[config.mk]
export PLATFORM = sky130hd
export DESIGN_NAME = sacl_ctrl
export DESIGN_NICKNAME = d
export VERILOG_FILES = /design/src/rtl/sacl_pkg.sv /design/src/rtl/sacl_ctrl.sv
export SDC_FILE = /design/constraint.sdc
export NUM_CORES = 1
export LEC_CHECK = 0
export BUFFER_PORTS_ARGS = -buffer_cell sky130_fd_sc_hd__buf_2
export CAP_MARGIN = 20
export CORE_AREA = 2 2 39 41
export CTS_CLUSTER_SIZE = 20
export DETAILED_ROUTE_END_ITERATION = 8
export DIE_AREA = 0 0 41 43
export MAX_ROUTING_LAYER = met4
export PLACE_DENSITY = 0.32
export SETUP_SLACK_MARGIN = 0.5
export SLEW_MARGIN = 20
export SYNTH_ARGS = -nofsm -noshare
export SYNTH_HDL_FRONTEND = slang
export SYNTH_SLANG_ARGS = --single-unit
[constraint.sdc]
create_clock -name clk -period 4.5 [get_ports clk]
set_clock_uncertainty 0.15 [all_clocks]
set_input_delay 0.225 -clock clk [delete_from_list [all_inputs] [get_ports clk]]
set_output_delay 0.225 -clock clk [all_outputs]
set_load 0.02 [all_outputs]
[src/rtl/sacl_pkg.sv]
package sacl_pkg;

  localparam int ADDR_W    = 64;
  localparam int VTAG_W    = 52;
  localparam int DLY_W     = 16;
  localparam int LAT_W     = 17;
  localparam int OUT_WAY_W = 2;
  localparam int CFG_AW    = 5;
  localparam int CFG_DW    = 32;
  localparam int REG_IDX_W = 3;

  localparam logic [REG_IDX_W-1:0] REG_WRITE_THROUGH  = 3'd0;
  localparam logic [REG_IDX_W-1:0] REG_WRITE_ALLOCATE = 3'd1;
  localparam logic [REG_IDX_W-1:0] REG_BUS_DELAY      = 3'd2;
  localparam logic [REG_IDX_W-1:0] REG_HIT_DELAY      = 3'd3;
  localparam logic [REG_IDX_W-1:0] REG_LOWER_DELAY    = 3'd4;

  localparam logic             ACTION_WRITE = 1'b0;
  localparam logic             ACTION_READ  = 1'b1;

  typedef struct packed {
    logic              action;
    logic [ADDR_W-1:0] address;
  } in_item_t;

  typedef struct packed {
    logic                 hit;
    logic [OUT_WAY_W-1:0] way;
    logic                 allocated;
    logic                 lower_access;
    logic                 writeback_needed;
    logic [VTAG_W-1:0]    victim_tag;
    logic [LAT_W-1:0]     latency;
  } out_item_t;

  typedef struct packed {
    logic             write_through_mode;
    logic             write_allocate_mode;
    logic [DLY_W-1:0] bus_delay;
    logic [DLY_W-1:0] hit_delay;
    logic [DLY_W-1:0] lower_delay;
  } cfg_t;

  typedef enum logic [1:0] {
    ST_CLEAR,
    ST_IDLE,
    ST_LOOK,
    ST_COMMIT
  } state_t;

  typedef struct packed {
    logic clr_en;
    logic rd_en;
    logic look_en;
    logic commit_en;
  } cmd_t;

  typedef struct packed {
    logic clr_last;
    logic out_free;
  } sts_t;

endpackage

[src/rtl/sacl_ctrl.sv]
module sacl_ctrl
  import sacl_pkg::*;
(
  input  logic clk,
  input  logic rst_n,
  input  logic in_valid,
  output logic in_stall,
  input  sts_t sts,
  output cmd_t cmd
);

  state_t state_r;
  state_t state_nxt;

  always_comb begin
    state_nxt = state_r;
    unique case (state_r)
      ST_CLEAR:  if (sts.clr_last) begin
        state_nxt = ST_IDLE;
      end
      ST_IDLE:   if (in_valid) begin
        state_nxt = ST_LOOK;
      end
      ST_LOOK:   state_nxt = ST_COMMIT;
      ST_COMMIT: if (sts.out_free) begin
        state_nxt = ST_IDLE;
      end
      default:   state_nxt = ST_CLEAR;
    endcase
  end

  always_comb begin
    cmd      = '0;
    in_stall = 1'b1;
    unique case (state_r)
      ST_CLEAR:  cmd.clr_en = 1'b1;
      ST_IDLE: begin
        in_stall  = 1'b0;
        cmd.rd_en = in_valid;
      end
      ST_LOOK:   cmd.look_en = 1'b1;
      ST_COMMIT: cmd.commit_en = sts.out_free;
      default:   cmd = '0;
    endcase
  end

  always_ff @(posedge clk) begin
    if (!rst_n) begin
      state_r <= ST_CLEAR;
    end else begin
      state_r <= state_nxt;
    end
  end

endmodule

== Word-level counts from Yosys, hierarchy flattened ==
Index checks and enable logic that the tools add are counted.

* Multiplexer cells: 9
* Equality and inequality tests: 6
* Reductions and logical operators: 2

{| class="wikitable"
|+ Operator list
! kind !! number
|-
| $pmux 2 s4 || 1
|-
| $mux 2 || 3
|-
| $ne 2x2->1 const B || 3
|-
| $mux 1 || 5
|-
| $eq 2x2->1 const B || 2
|-
| $reduce_and 3->1 || 1
|-
| $eq 2x1->1 const B || 1
|-
| $logic_not 2->1 || 1
|}

* Word-level logic and storage cells: 18
* Register bits after elaboration: 2

== Depth between registers and ports, before layout ==
* Depth in word-level cells: 3
* Gate-level depth with buffers: 5
* Gate-level depth less buffers: 5

== Worst setup path after synthesis ==
No wires, ideal clock.

* Kind: flip-flop to flip-flop
* Start: register state_r[0]
* End: register state_r[0]
* Cell stages (with the launch flop): 5
* Data required time: 4278 ps
* Setup slack: 2907 ps
* Path buffers: 0
* Arrival: 1372 ps
* Path through: dfxtp_1 > inv_1 > ha_1 > a222oi_1 > mux2i_1

* Word-level cells in the longest chain between the ends: 3
* Elaborated cells between the ends (all ways): 9
* Classes of those cells: eq/ne (6); mux (1); reduce/logical (2)

{| class="wikitable"
|+ RTL lines
! element !! RTL line !! source
|-
| from (decl) || sacl_ctrl.sv:12 || <nowiki>state_t state_r;</nowiki>
|-
| from (signal assigned) || sacl_ctrl.sv:51 || <nowiki>state_r <= state_nxt;</nowiki>
|-
| $eq 2x2->1, or another cell as far along || sacl_ctrl.sv:17 || <nowiki>unique case (state_r)</nowiki>
|-
| $ne 2x2->1 (no source line) || -- ||
|-
| $reduce_and 3->1 (no source line) || -- ||
|}

Several ways; a longest one is shown, not always the timed one.
A chain may end at the register's enable or synchronous reset.

== Final worst setup path ==
* Start: register state_r[0]
* End: register state_r[1]

The elaborated chain is that of the path after synthesis.

==> metrics.txt <==
status finished, final reports clean; Synth Area per Inst a little over 8 um2; Via density around 3.4; cell-internal power 0.0000963 W; worst reg-to-reg setup slack ~2.9 ns; routed wire length around 380 um; CTS tree yes; CP Max Fanout 4; largest registers state_r x2; Yosys top cell by area ha_1; Critical Path End Type flip-flop; synth top area cells ha_1 (30%), dfxtp_1 (24%), inv_1 (13%), mux2i_1 (12%), nand2_1 (8.9%); Finished Layout Cells between 40 and 50; Place WS 2.89 ns; Reg power frac around a fifth; dpl cells between 40 and 50; GPL Wtd Cong 0.588; most common cell after layout, fill and taps aside buf_2; Die Y between 40 and 50 um; Final Hold Fails 0; Critical Path AT between 1.5 and 2 ns; multi-input logic area 106 um2; r2r worst-path depth 4; CTS H-tree lvls 1; synth unique cells 8; Die X 41 um; DRC marker count from the first detailed-route iteration 4; register area share after synthesis 23.7%; Clk pwr share between 20% and 30%; io pins 10; total gr overflow 0; DRT antenna net count 0; Starting Density roughly an eighth; Nets between 40 and 50; total nets after synthesis 30; Max Slew Vio Count 0; via count of the first global-routing pass between 150 and 200; Cell Area, Synth 169 um2; fillcell total 168; max FFs per register 2; RSZ-0062 raised after global routing false; critical path type flip-flop to flip-flop; post_cts resized 0; Syn. warnings 0; most frequent cells in the layout buf_2 (9), inv_1 (6), nand2_1 (4), ha_1 (4), clkbuf_4 (3); fin util a little under a fifth; Die ar. ~0.0018 mm2; hold path cells 3; antenna diode count 0; HPWL after detailed placement 315 um; logic gate share of total power between 50% and 60%; Core ar. 0.00138 mm2; total CTS buffers 3; post-CTS repair timing setup buffer count 0; Critical R2R Launch state_r[0]$_SDFFE_PN0P_; GRT Overall Usage 5.44%; DR WL/cell slightly below 8 um; Hold Buf Count CTS 0; setup TNS 0 ns; switch share approximately 46%; WHS Endpoint state_r[0]$_SDFFE_PN0P_; Max-cap violations 0; Layout area overhead 51.9%; CTS max path bufs 2; share of cells above drive strength 1 39.4%; initial antenna violation count 0; Worst-path clk slew ~0.030 ns; area share of the largest cell type after synthesis slightly below 30%; HP Class primary input to flip-flop; clk root buf clkbuf_4; Reg2Reg Capture Point state_r[1]$_SDFFE_PN0P_; register area 40.0 um2; setup violators final 0; Largest Register state_r; Power Dens Cells about 700 mW/mm2; HP Start rst_n; DR vias roughly 170; first-pass GRT wire length roughly 550 um; crit path time final ~1.6 ns; max_slew headroom around 66%; Synth Instances 21; clock sink count 2; FP Rows 14; Synth Register Bits 2; Worst EP required ~4.5 ns; final critical-path setup slack roughly 2.9 ns; Leak Pwr roughly 0.15 nW; Peak VDD IR between 0.0001 and 0.00015 V; TritonRoute pass-1 iters 4; largest net degree at the start of global routing 5; kind of start point of the critical path flip-flop; Fmax ~0.62 GHz; Tightest Pin Transition 0.503 ns; clock latency on the worst-skew pair ~0.23 ns; Psw just over 0.00008 W; DRC viols 0; fin crit share around 36%; port bufs 9
==> stage by stage <==
stage	hold slack (ns)	cell area, um2	total power, W
after floorplan	0.221	169	0.000113
after global placement	0.336	234	0.000142
after detailed placement	0.347	234	0.000141
after CTS	0.135	256	0.000183
after global routing	0.153	256	0.000200
final	0.145	256	0.000179
==> kinds of logic (layout without fill, tap and decap cells) <==
family	count (synthesis)	count (layout)	share of synthesized area, %
muxes	2	2	11.9
adders and majority gates	4	4	29.6
buffers and inverters	6	18	13.3
AOI/OAI and AO/OA	1	1	5.93
and+or+nand+nor	6	6	15.6
DFF	2	2	23.7
==> layout make-up <==
cell class	instances	share of cell area (%)
clock buffers	3	8.78
inverters	6	8.78
multi-input cells	13	41.5
flip-flops and latches	2	15.6
well taps	16	7.80
repair buffers	9	17.6
==> worst max path at each step <==
stage	start	end	slack, ns	cells after the start
floorplan	state_r[0]$_SDFFE_PN0P_	state_r[0]$_SDFFE_PN0P_	2.91	4
global placement	state_r[1]$_SDFFE_PN0P_	state_r[1]$_SDFFE_PN0P_	2.88	4
detailed placement	state_r[0]$_SDFFE_PN0P_	state_r[1]$_SDFFE_PN0P_	2.89	4
CTS	state_r[0]$_SDFFE_PN0P_	state_r[1]$_SDFFE_PN0P_	2.88	4
global route	state_r[0]$_SDFFE_PN0P_	state_r[1]$_SDFFE_PN0P_	2.79	4
finish	state_r[0]$_SDFFE_PN0P_	state_r[1]$_SDFFE_PN0P_	2.89	4
==> critical path, cell delays in order (launching register included) <==
cell and delay, ns:
dfxtp_1 0.36, inv_1 0.08, ha_1 0.22, a222oi_1 0.49
mux2i_1 0.24
==> power groups by stage <==
stage / clock network (W) / logic, W / registers (W)
3_5_place_dp: 0 / 0.000104 / 0.0000372
3_3_place_gp: 0 / 0.000105 / 0.0000370
4_1_cts: 0.0000425 / 0.000104 / 0.0000370
2_1_floorplan: 0 / 0.0000782 / 0.0000349
5_1_grt: 0.0000430 / 0.000118 / 0.0000390
6_report: 0.0000398 / 0.000102 / 0.0000369
==> Yosys cell counts <==
library cell	n
inv_1	6
ha_1	4
nand2_1	4
dfxtp_1	2
mux2i_1	2
a222oi_1	1
and2_2	1
nor2_1	1
==> metal layers <==
metal / wire (um) / up-vias / track usage (%)
li1: - / 88 / -
met1: 184 / 65 / 5.43
met2: 125 / 12 / 5.63
met3: 52 / 2 / 3.14
met4: 15 / 0 / 8.00
met5: 0 / - / -
Power figures use the tool's default switching activity.
