### config.mk
export PLATFORM = sky130hd
export DESIGN_NAME = sacl_regs
export DESIGN_NICKNAME = d
export VERILOG_FILES = /design/src/rtl/sacl_pkg.sv /design/src/rtl/sacl_regs.sv
export SDC_FILE = /design/constraint.sdc
export NUM_CORES = 1
export LEC_CHECK = 0
export ABC_CLOCK_PERIOD_IN_PS = 1400
export BUFFER_PORTS_ARGS = -buffer_cell sky130_fd_sc_hd__buf_2
export CAP_MARGIN = 25
export CORE_AREA = 5 5 83 85
export DETAILED_ROUTE_END_ITERATION = 10
export DIE_AREA = 0 0 88 90
export GPL_TIMING_DRIVEN = 0
export PLACE_DENSITY = 0.86
export SYNTH_ARGS = -nofsm -noshare
export SYNTH_HDL_FRONTEND = slang
export SYNTH_SLANG_ARGS = --single-unit
### constraint.sdc
create_clock -name clk -period 1.4 [get_ports clk]
set_input_delay 0.28 -clock clk [delete_from_list [all_inputs] [get_ports clk]]
set_output_delay 0.28 -clock clk [all_outputs]
set_load 0.05 [all_outputs]
### src/rtl/sacl_pkg.sv
package sacl_pkg;

  localparam int ADDR_W    = 64;
  localparam int VTAG_W    = 52;
  localparam int DLY_W     = 16;
  localparam int LAT_W     = 17;
  localparam int OUT_WAY_W = 2;
  localparam int CFG_AW    = 5;
  localparam int CFG_DW    = 32;
  localparam int REG_IDX_W = 3;

  localparam logic [REG_IDX_W-1:0] REG_WRITE_THROUGH  = 3'd0;
  localparam logic [REG_IDX_W-1:0] REG_WRITE_ALLOCATE = 3'd1;
  localparam logic [REG_IDX_W-1:0] REG_BUS_DELAY      = 3'd2;
  localparam logic [REG_IDX_W-1:0] REG_HIT_DELAY      = 3'd3;
  localparam logic [REG_IDX_W-1:0] REG_LOWER_DELAY    = 3'd4;

  localparam logic             ACTION_WRITE = 1'b0;
  localparam logic             ACTION_READ  = 1'b1;

  typedef struct packed {
    logic              action;
    logic [ADDR_W-1:0] address;
  } in_item_t;

  typedef struct packed {
    logic                 hit;
    logic [OUT_WAY_W-1:0] way;
    logic                 allocated;
    logic                 lower_access;
    logic                 writeback_needed;
    logic [VTAG_W-1:0]    victim_tag;
    logic [LAT_W-1:0]     latency;
  } out_item_t;

  typedef struct packed {
    logic             write_through_mode;
    logic             write_allocate_mode;
    logic [DLY_W-1:0] bus_delay;
    logic [DLY_W-1:0] hit_delay;
    logic [DLY_W-1:0] lower_delay;
  } cfg_t;

  typedef enum logic [1:0] {
    ST_CLEAR,
    ST_IDLE,
    ST_LOOK,
    ST_COMMIT
  } state_t;

  typedef struct packed {
    logic clr_en;
    logic rd_en;
    logic look_en;
    logic commit_en;
  } cmd_t;

  typedef struct packed {
    logic clr_last;
    logic out_free;
  } sts_t;

endpackage

### src/rtl/sacl_regs.sv
module sacl_regs
  import sacl_pkg::*;
(
  input  logic              clk,
  input  logic              rst_n,
  input  logic              psel,
  input  logic              penable,
  input  logic              pwrite,
  input  logic [CFG_AW-1:0] paddr,
  input  logic [CFG_DW-1:0] pwdata,
  output logic [CFG_DW-1:0] prdata,
  output logic              pready,
  output cfg_t              cfg
);

  cfg_t                 cfg_r;
  cfg_t                 cfg_nxt;
  logic [REG_IDX_W-1:0] idx;
  logic                 wr_en;

  assign idx    = paddr[CFG_AW-1:2];
  assign wr_en  = psel && penable && pwrite;
  assign pready = 1'b1;
  assign cfg    = cfg_r;

  always_comb begin
    cfg_nxt = cfg_r;
    if (wr_en) begin
      unique case (idx)
        REG_WRITE_THROUGH:  cfg_nxt.write_through_mode  = pwdata[0];
        REG_WRITE_ALLOCATE: cfg_nxt.write_allocate_mode = pwdata[0];
        REG_BUS_DELAY:      cfg_nxt.bus_delay           = pwdata[DLY_W-1:0];
        REG_HIT_DELAY:      cfg_nxt.hit_delay           = pwdata[DLY_W-1:0];
        REG_LOWER_DELAY:    cfg_nxt.lower_delay         = pwdata[DLY_W-1:0];
        default:            cfg_nxt = cfg_r;
      endcase
    end
  end

  always_comb begin
    unique case (idx)
      REG_WRITE_THROUGH:  prdata = CFG_DW'(cfg_r.write_through_mode);
      REG_WRITE_ALLOCATE: prdata = CFG_DW'(cfg_r.write_allocate_mode);
      REG_BUS_DELAY:      prdata = CFG_DW'(cfg_r.bus_delay);
      REG_HIT_DELAY:      prdata = CFG_DW'(cfg_r.hit_delay);
      REG_LOWER_DELAY:    prdata = CFG_DW'(cfg_r.lower_delay);
      default:            prdata = '0;
    endcase
  end

  always_ff @(posedge clk) begin
    if (!rst_n) begin
      cfg_r.write_through_mode  <= 1'b0;
      cfg_r.write_allocate_mode <= 1'b1;
      cfg_r.bus_delay           <= DLY_W'(0);
      cfg_r.hit_delay           <= DLY_W'(1);
      cfg_r.lower_delay         <= DLY_W'(10);
    end else begin
      cfg_r <= cfg_nxt;
    end
  end

endmodule

* Word level (Yosys, flattened, before mapping)
Index checks and enable logic that the tools add are counted.
Storage, ports and cells: bits in registers 50, input bits 42
Cells by class: equal/unequal tests 4, reductions and logical operators 8, mux-type cells 1
Operators with widths (number):
- $pmux W16 S5 | 1
- $reduce_and A2 Y1 | 5
- $eq A3 B2 Y1 const B | 2
- $eq A3 B1 Y1 const B | 1
- $eq A3 B3 Y1 const B | 1
- $logic_not A3 Y1 | 1
- $logic_and A1 B1 Y1 | 2

* Longest topological paths before layout
depth in word-level cells 3, depth in mapped cells 6, depth with buffers taken out 3

* Worst setup path before layout
No wires, ideal clock.
path type input to output, start in paddr[2], end out prdata[14], data arrival time 1.654 ns, slack -0.534 ns, stages 4, cells stage by stage buf_2 > buf_2 > mux2i_1 > o2bb2ai_1
On the way: cells in the longest elaborated chain, start to end 2, elaborated cells between the ends (all ways) 6, classes of those cells 4 x eq/ne; 1 x mux; 1 x reduce/logical
Ends and longest elaborated chain:
- start: declaration | line sacl_regs.sv:9 | input logic [CFG_AW-1:0] paddr,
- $eq A3 B3 Y1 (tied with other cells) | line sacl_regs.sv:41 | unique case (idx)
- $pmux W16 S5 (*) | line sacl_regs.sv:41
- end: declaration | line sacl_regs.sv:11 | output logic [CFG_DW-1:0] prdata,
Every way passes the cells marked *; elsewhere a longest branch is shown, timed or not.

* Final worst setup path
start in paddr[2], end out prdata[3]
Same word-level chain as after synthesis.

==> flow_summary.ini <==
[run_status]
status = complete, but fails checks
violations = setup timing

[synthesis]
synth-seq-cells = 50
synth.largest_area_cell = dfxtp_1
synth_edf_count = 0
postSynthAreaPerCell_um2 = 9.699
synth_cell_type_count = 24
synth-main-ff-cell = dfxtp_1
yosysWarnings = 0
syn_inst = 250
async_flop_share_pct = 0
synth.cell_area_um2 = 2425
synth.yosys.seq_area_share_pct = 41.28
synth_top_area_share_pct = 41.28
synth_area_leaders = dfxtp_1 41%, mux2i_1 26%, nand2_1 9.6%, buf_4 5.9%, o2bb2ai_1 5.4%

[global_route]
gr-usage-all-layers_pct = 19.06
grt_overflow = 0
antenna_found_initial = 0
grt_max_degree = 15
grt_pass1_wl_mm = 11.82
grt_pass1_vias = 2284

[setup_path]
end_kind = output pin
crit_path_max_fanout = 4
critPathRequiredTime_ps = 1120
path_buf_inv = 4
cp_cell_sequence = buf_8 > nand2b_4 > nor2_4 > buf_6 > buf_6 > o2bb2ai_4 > buf_8
crit_arrival_ps = 1230
critical_path.top_delay_family = buffers and inverters
r2r-start = cfg[3]$_SDFFE_PN1P_
crit_type = in -> out
crit_start = paddr[2]
cp_slowest_cell = nor2_4
critPathMaxStageDelay_ps = 190
start_kind = input pin

[place]
placed_cells = 428
dp_hpwl_mm = 5.260
pre_cts_ws_ps = -541.0
portBuffers = 86
gp_congestion = 0.7643

[clock_network]
cts_buffer_depth = 2
numCtsBuffers = 5
clk_latency_ps = 300
htreeDepth = 2
cts_hold_buffers = 0
root_buffer = clkbuf_8
numClockSinks = 50
cts_tree = yes
clk_pin_slew_worst_paths_ps = 90

[power]
pwr-share-seq_pct = 49.8
leakage_nw = 1.761
p_switching_mw = 0.8588
ir_drop_v = 0.0006932
pwr_density_cell_nw_per_um2 = 741.3
p_int_mw = 2.042
pwr-share-clk_pct = 30.7
power_frac_comb_pct = 19.6
p_sw_share_pct = 29.61

[routing]
wl_met1_mm = 3.137
routed_wl_mm = 7.824
drt_iter0_markers = 103
routed_via_density = 4.925
wl_met2_mm = 4.025
num_vias = 2226
ant_nets = 0
drc = 0
wl_met3_um = 573
top_layer = met4
avgRoutedWirePerCell_um = 17.31
dr.pass1.iters = 4

[cells_and_area]
final_cell_mix = 72 x buf_2, 62 x nand2_1, 54 x mux2i_1
drive_gt1_share_pct = 49.60
multi_input_area_um2 = 1633
final_common_cell = buf_2
syn2layout_area_growth_pct = 61.35
nets = 416
antenna_cells = 0
stdcell_count = 452
area.sequential_um2 = 1020
largest_reg_flops = 50
n_fill_cell = 508

[sta]
min_period_ps = 1514
final.period_utilization_pct = 108.2
fin_skew_ps = 0
final_hold_viol_count = 0
rsz0062_at_grt = true
setup_viol = 16
worstMarginPinSlew_ps = 583.3
fmax_mhz = 660.4
report.final.slew_viol_count = 0
slew_headroom_pct = 61.11
fin_setup_tns_ps = -1404
setup_slack_ps = -114.1

[floorplan]
row_count = 29
die_area_um2 = 7920
dieWidth_um = 88
io_pins = 125
fp.dieH_um = 90
core-area_um2 = 6132
start_util_pct = 39.54

[hold_path]
holdCritStartpoint = paddr[4]
hold_class = in -> reg

[job]
timing.max_cap.violations = 0
[Yosys cell counts (all sizes together) (2+ instances only)]
cell type   n
o21ai       5
nor2        3
mux2i      62
conb        2
inv         3
o2bb2ai    15
nand2      62
buf        29
o311ai      5
clkbuf      5
dfxtp      50
nand2b      3
[final cells by class]
| type | count | share of cell area (%) |
|---|---|---|
| Tap cell | 77 | 2.462 |
| Sequential cell | 50 | 26.06 |
| Buffer | 33 | 7.995 |
| Timing Repair Buffer | 103 | 19.12 |
| Clock buffer | 7 | 2.207 |
| Multi-Input combinational cell | 178 | 41.73 |
| Clock inverter | 1 | 0.1279 |
| Inverter | 3 | 0.2878 |
[final timing paths]
kind	end	slack (ps)	cells after the start
setup / recovery	prdata[3]	-110	7
hold / removal	cfg[49]$_SDFFE_PN0P_	210	2
setup reg to reg	cfg[3]$_SDFFE_PN1P_	640	2
hold reg to reg	cfg[41]$_SDFFE_PN0P_	470	2
[routing by layer]
layer | up-vias | track usage (%)
met4 | 0 | 5.115
met2 | 82 | 32.91
met3 | 10 | 4.479
met5 | - | 0
met1 | 1049 | 23.31
li1 | 1085 | -
[cells by family after synthesis]
group,after synthesis,synth area share (%)
compound gates,28,9.185
buf+inv,37,10.63
flops,50,41.28
mux,62,25.59
other cells,2,0.3097
simple gates,71,13.00
[metrics by stage]
stage                     hold slack (ps)  cell area [um^2]  power [mW]  util [%]
after floorplan                     434.0              2853       1.847         -
after global placement              448.0              3379       1.944     55.11
after detailed placement            454.3              3379       1.950     55.11
after CTS                           204.3              3872       2.892     63.15
after global routing                218.3              3913       2.989     63.80
final                               210.4              3913       2.900     63.80
[power by group through the flow]
stage | clock (mW) | combinational [mW] | sequential [mW]
2_1_floorplan | 0 | 0.333 | 1.51
3_3_place_gp | 0 | 0.469 | 1.48
3_5_place_dp | 0 | 0.474 | 1.48
4_1_cts | 0.892 | 0.555 | 1.44
5_1_grt | 0.946 | 0.596 | 1.45
6_report | 0.889 | 0.567 | 1.44
[repair_timing]
action | 4_1_cts | 5_1_grt
setup buffers | 10 | 5
gates resized for setup | 67 | 10
gates cloned | 2 | 1
endpoints found under the setup margin | 16 | 24
pin swaps | 3 | 1
No activity file was read; power rests on OpenSTA's default activity.
